## src/sv/rbd_pkg.sv

```systemverilog
// Shared types and constants for the RGB box downsampler.
// Holds register widths, reset values, the divider operand select and the
// command and status structures that join the controller and the datapath.
package rbd_pkg;

    localparam int CFG_W          = 12;
    localparam int FACTOR_CFG_W   = 5;
    localparam int CFG_IDX_W      = 2;
    localparam int PIX_W          = 8;
    localparam int ROW_W          = 11;
    localparam int HEIGHT_LIMIT   = 2048;
    localparam int DEF_MAX_WIDTH  = 2048;
    localparam int DEF_MAX_FACTOR = 16;

    localparam logic [CFG_IDX_W-1:0] CFG_SOURCE_WIDTH  = 2'd0;
    localparam logic [CFG_IDX_W-1:0] CFG_SOURCE_HEIGHT = 2'd1;
    localparam logic [CFG_IDX_W-1:0] CFG_BLOCK_FACTOR  = 2'd2;

    localparam logic [CFG_W-1:0]        RST_SOURCE_WIDTH  = 12'd640;
    localparam logic [CFG_W-1:0]        RST_SOURCE_HEIGHT = 12'd480;
    localparam logic [FACTOR_CFG_W-1:0] RST_BLOCK_FACTOR  = 5'd2;

    typedef enum logic [2:0] {
        DS_PIXEL,
        DS_WIDTH,
        DS_HEIGHT,
        DS_COLUMN,
        DS_ROW
    } t_div_sel;

    typedef struct packed {
        logic     accept;
        logic     mem_read;
        logic     mem_write;
        logic     div_start;
        t_div_sel div_sel;
        logic     cfg_store;
        logic     out_load;
    } t_dp_cmd;

    typedef struct packed {
        logic active;
        logic emit;
        logic div_busy;
        logic out_full;
    } t_dp_status;

endpackage

```

## src/sv/rbd_ctrl.sv

```systemverilog
// Controller state machine of the RGB box downsampler.
// Depends on rbd_pkg for the command and status structures.
module rbd_ctrl (
    input  logic               i_clk,
    input  logic               i_rst_n,
    input  logic               i_in_valid,
    input  logic               i_cfg_we,
    input  logic               i_out_stall,
    input  rbd_pkg::t_dp_status i_status,
    output logic               o_in_stall,
    output rbd_pkg::t_dp_cmd   o_cmd
);

    import rbd_pkg::*;

    typedef enum logic [2:0] {
        S_CFG_START,
        S_CFG_WAIT,
        S_IDLE,
        S_READ,
        S_UPDATE,
        S_DIV_WAIT,
        S_PUSH
    } t_state;

    t_state   r_state,   n_state;
    logic     r_dirty,   n_dirty;
    t_div_sel r_cfg_sel, n_cfg_sel;
    logic     accept;

    assign o_in_stall = !(r_state == S_IDLE && !r_dirty && !i_cfg_we);
    assign accept     = i_in_valid && !o_in_stall;

    always_comb begin
        n_state       = r_state;
        n_dirty       = r_dirty | i_cfg_we;
        n_cfg_sel     = r_cfg_sel;
        o_cmd         = '0;
        o_cmd.div_sel = r_cfg_sel;
        unique case (r_state)
            S_CFG_START: begin
                o_cmd.div_start = 1'b1;
                n_state         = S_CFG_WAIT;
            end
            S_CFG_WAIT: begin
                if (!i_status.div_busy) begin
                    o_cmd.cfg_store = 1'b1;
                    unique case (r_cfg_sel)
                        DS_WIDTH: begin
                            n_cfg_sel = DS_HEIGHT;
                            n_state   = S_CFG_START;
                        end
                        DS_HEIGHT: begin
                            n_cfg_sel = DS_COLUMN;
                            n_state   = S_CFG_START;
                        end
                        DS_COLUMN: begin
                            n_cfg_sel = DS_ROW;
                            n_state   = S_CFG_START;
                        end
                        default: begin
                            n_state = S_IDLE;
                        end
                    endcase
                end
            end
            S_IDLE: begin
                if (r_dirty) begin
                    n_dirty   = i_cfg_we;
                    n_cfg_sel = DS_WIDTH;
                    n_state   = S_CFG_START;
                end else if (accept) begin
                    o_cmd.accept = 1'b1;
                    if (i_status.active) begin
                        n_state = S_READ;
                    end
                end
            end
            S_READ: begin
                o_cmd.mem_read = 1'b1;
                n_state        = S_UPDATE;
            end
            S_UPDATE: begin
                o_cmd.mem_write = 1'b1;
                if (i_status.emit) begin
                    o_cmd.div_start = 1'b1;
                    o_cmd.div_sel   = DS_PIXEL;
                    n_state         = S_DIV_WAIT;
                end else begin
                    n_state = S_IDLE;
                end
            end
            S_DIV_WAIT: begin
                if (!i_status.div_busy) begin
                    n_state = S_PUSH;
                end
            end
            S_PUSH: begin
                if (!i_status.out_full || !i_out_stall) begin
                    o_cmd.out_load = 1'b1;
                    n_state        = S_IDLE;
                end
            end
            default: begin
                n_state = S_IDLE;
            end
        endcase
    end

    always_ff @(posedge i_clk) begin
        if (!i_rst_n) begin
            r_state   <= S_CFG_START;
            r_dirty   <= 1'b0;
            r_cfg_sel <= DS_WIDTH;
        end else begin
            r_state   <= n_state;
            r_dirty   <= n_dirty;
            r_cfg_sel <= n_cfg_sel;
        end
    end

endmodule

```

## config.mk

```make
export PLATFORM = sky130hd
export DESIGN_NAME = rbd_ctrl
export DESIGN_NICKNAME = d
export VERILOG_FILES = /design/src/sv/rbd_pkg.sv /design/src/sv/rbd_ctrl.sv
export SDC_FILE = /design/constraint.sdc
export NUM_CORES = 1
export LEC_CHECK = 0
export ABC_AREA = 0
export BUFFER_PORTS_ARGS = -buffer_cell sky130_fd_sc_hd__buf_2
export CORE_AREA = 2 2 39 41
export DETAILED_ROUTE_END_ITERATION = 16
export DIE_AREA = 0 0 41 43
export PLACE_DENSITY = 0.66
export SETUP_SLACK_MARGIN = 0.05
export SYNTH_ARGS = -nofsm -noshare
export SYNTH_HDL_FRONTEND = slang
export SYNTH_SLANG_ARGS = --single-unit
```

## constraint.sdc

```tcl
create_clock -name i_clk -period 2.1 [get_ports i_clk]
set_clock_uncertainty 0.05 [all_clocks]
set_input_delay 0.525 -clock i_clk [delete_from_list [all_inputs] [get_ports i_clk]]
set_output_delay 0.525 -clock i_clk [all_outputs]
set_load 0.01 [all_outputs]
```

==> impl_metrics.env <==
export IMPL_status="complete, no violations"
export IMPL_synthCells=63
export IMPL_grt_first_pass_wirelength_um=1860
export IMPL_path_clk_slew_ps=50
export IMPL_io_buffer_count=18
export IMPL_row_count=14
export IMPL_place_gp_congestion=0.841
export IMPL_num_vias=536
export IMPL_cellLeakagePower_nw=0.323
export IMPL_critPathKind="register to primary output"
export IMPL_synth_compound_area_share_pct=21.9
export IMPL_initial_core_util_pct=36.8
export IMPL_cp_top_family="simple AND/OR/NAND/NOR gates"
export IMPL_via_per_inst=5.20
export IMPL_synth_seq_cells=7
export IMPL_critPathArrivalTime_ps=1430
export IMPL_setup_worst_path_end_class="primary output"
export IMPL_hpwl_um=906
export IMPL_fin_crit_ps=2000
export IMPL_synthAdderAreaFrac_pct=0
export IMPL_reg2reg_to="r_cfg_sel[0]$_SDFFE_PN1P_"
export IMPL_drive_above_1_share_pct=41.4
export IMPL_dp_worst_setup_slack_ps=219
export IMPL_required_ps=1520
export IMPL_crit_start="r_state[0]$_SDFFE_PN0P_"
export IMPL_max_freq_ghz=0.500
export IMPL_whs_path_depth=2
export IMPL_ir_drop_mv=0.349
export IMPL_setup_ws_ps=98.7
export IMPL_routed_wl_um=1200
export IMPL_synth_top_family_by_area="simple AND/OR/NAND/NOR gates"
export IMPL_drc_errors=0
export IMPL_slew_viol_final=0
export IMPL_async_flop_share_pct=0
export IMPL_synthMuxAreaShare_pct=6.14
export IMPL_timing_slew_headroom_pct=83.0
export IMPL_ys_seq_area_share_pct=27.5
export IMPL_yosys_warnings=0
export IMPL_dieArea_um2=1760
export IMPL_cts_tree="built"
export IMPL_worstMarginPinSlew_ps=253
export IMPL_post_drt_wl_per_cell_um=11.7
export IMPL_start_kind="register"
export IMPL_worst_r2r_startpoint="r_state[0]$_SDFFE_PN0P_"
export IMPL_yosys_cell_types_count=30
export IMPL_final_nets=97
export IMPL_maxCapViolations=0
export IMPL_first_pass_iters=4
export IMPL_synth_edf_count=0
export IMPL_hold_path_class="register to register"
export IMPL_synthFlopType="dfxtp_1"
export IMPL_clockRootBuffer="clkbuf_4"
export IMPL_synth_xor_area_share_pct=0
export IMPL_area_growth_pct=36.4
export IMPL_slowest_delay_ps=550
export IMPL_cts_htree_levels=1
export IMPL_critical_path_max_fanout=4
export IMPL_die_x_um=41
export IMPL_fp_dieH_um=43
export IMPL_syn_num_nets=72
export IMPL_setup_violations_final=0
export IMPL_gr_usage_all_layers_pct=15.9
export IMPL_worst_path_buf_inv=1
export IMPL_insertion_delay_ps=260
export IMPL_cp_depth=3
export IMPL_cts_sinks=7
export IMPL_ios=19
export IMPL_period_share_pct=95.3
export IMPL_ff2ff_path_depth=5
export IMPL_core_area_um2=1380
export IMPL_placed_cell_area_um2=634
export IMPL_yosys_area_share_simple_pct=38.6
export IMPL_grt_max_degree=11
export IMPL_drtIter0Drc=9
export IMPL_nFillCells=139
export IMPL_hold_viol=0
export IMPL_avgSynthCellArea_um2=8.08
export IMPL_post_route_util_pct=50.2
export IMPL_clk_path_buf_depth=2
export IMPL_antenna_found_initial=0
export IMPL_ant_nets=0
export IMPL_cts_inserted_buffers=3
export IMPL_endpoint="o_cmd[8]"
export IMPL_grt_pass1_vias=456
export IMPL_gr_total_overflow=0
export IMPL_path_cells="or4b_4 -> nor3b_2 -> buf_2"
export IMPL_syn_area_um2=509
export IMPL_finalInstanceArea_um2=694
export IMPL_slowest_stage="or4b_4"
export IMPL_rsz0062_at_grt="true"
export IMPL_r2r_slack_ps=380
export IMPL_diodes=0
export IMPL_tns_ps=0
export IMPL_power_density_nw_per_um2=903
## worst min-delay path: stages (launching register included)
cell	delay (ps)
dfxtp_1	310
o21ai_0	70
a21boi_1	60
## metal layers
layer / global-route usage (%) / wire length [µm] / up-vias / part of all wire (%)
li1: - / - / 272 / -
met1: 20.4 / 559 / 245 / 47
met2: 22.2 / 560 / 14 / 47
met3: 4.71 / 46 / 5 / 3.8
met4: 10.0 / 36 / 0 / 3.0
met5: 0 / 0 / - / 0
## timing repair
item                                    in CTS  in global routing
resized for setup                            3                  3
setup buffers                                1                  0
hold buffers                                 0                  0
endpoints found under the setup margin       5                  5
pin swaps                                    1                  1
## state kept, by name, summed over array words and instances, names as in the netlist
name / count
r_cfg_sel: 3
r_dirty: 1
r_state: 3
## worst min-delay path by stage
stage / startpoint / endpoint / slack (ps)
3_3_place_gp: r_cfg_sel[2]$_SDFFE_PN0P_ / r_cfg_sel[2]$_SDFFE_PN0P_ / 430
2_1_floorplan: r_dirty$_SDFF_PN0_ / r_dirty$_SDFF_PN0_ / 400
4_1_cts: r_dirty$_SDFF_PN0_ / r_dirty$_SDFF_PN0_ / 440
6_report: r_dirty$_SDFF_PN0_ / r_dirty$_SDFF_PN0_ / 440
5_1_grt: r_dirty$_SDFF_PN0_ / r_dirty$_SDFF_PN0_ / 470
3_5_place_dp: r_dirty$_SDFF_PN0_ / r_dirty$_SDFF_PN0_ / 440
## logic make-up (layout without fill, tap and decap cells)
logic type | count (synthesis) | in the layout
AO/OA/AOI/OAI | 15 | 15
buffers and inverters | 7 | 31
flip-flops | 7 | 7
multiplexers | 3 | 3
AND/OR/NAND/NOR | 31 | 31
## cells in the final DEF (no fill, tap or decap), types with 2 or more instances in the layout
cell type  instances
buf_4              4
inv_1              3
a31oi_1            2
mux2i_1            2
nor3_1             2
nand2_1            9
o21ai_0            5
nor2b_1            3
buf_2             18
dfxtp_1            5
dfxtp_2            2
nor2_1             4
clkbuf_4           3
nand2b_1           3
nand4b_1           2
## area by class of cell
type                    instances  area (µm²)  share of cell area (%)
inverters                       4        15.0                    2.16
multi-input cells              49         359                    51.7
repair buffers                 23         131                    18.9
well taps                      16        20.0                    2.88
clock buffers                   4        26.3                    3.78
flip-flops and latches          7         143                    20.5
## per-stage QoR
stage / power, mW / cells / hold slack [ps]
2_1_floorplan: 0.400 / 63 / 403
3_3_place_gp: 0.482 / 98 / 428
3_5_place_dp: 0.484 / 98 / 435
4_1_cts: 0.625 / 103 / 443
5_1_grt: 0.674 / 103 / 466
6_report: 0.627 / 103 / 437
## cell usage after synthesis (2+ instances only)
master | n | area share [%]
nor2b_1 | 3 | 3.7
nand2_1 | 9 | 6.6
o21ai_0 | 5 | 4.9
a31oi_1 | 2 | 2.5
inv_1 | 3 | 2.2
buf_2 | 3 | 2.9
nand4b_1 | 2 | 3.4
nand2b_1 | 3 | 3.7
dfxtp_1 | 7 | 28
nor2_1 | 4 | 2.9
nor3_1 | 2 | 2.0
mux2i_1 | 2 | 3.9
## power by group
part           switching, mW  internal, mW
clock                 0.0565        0.0730
combinational          0.158         0.148
sequential            0.0263         0.165
Note: power is estimated with default switching activity, not from simulation.
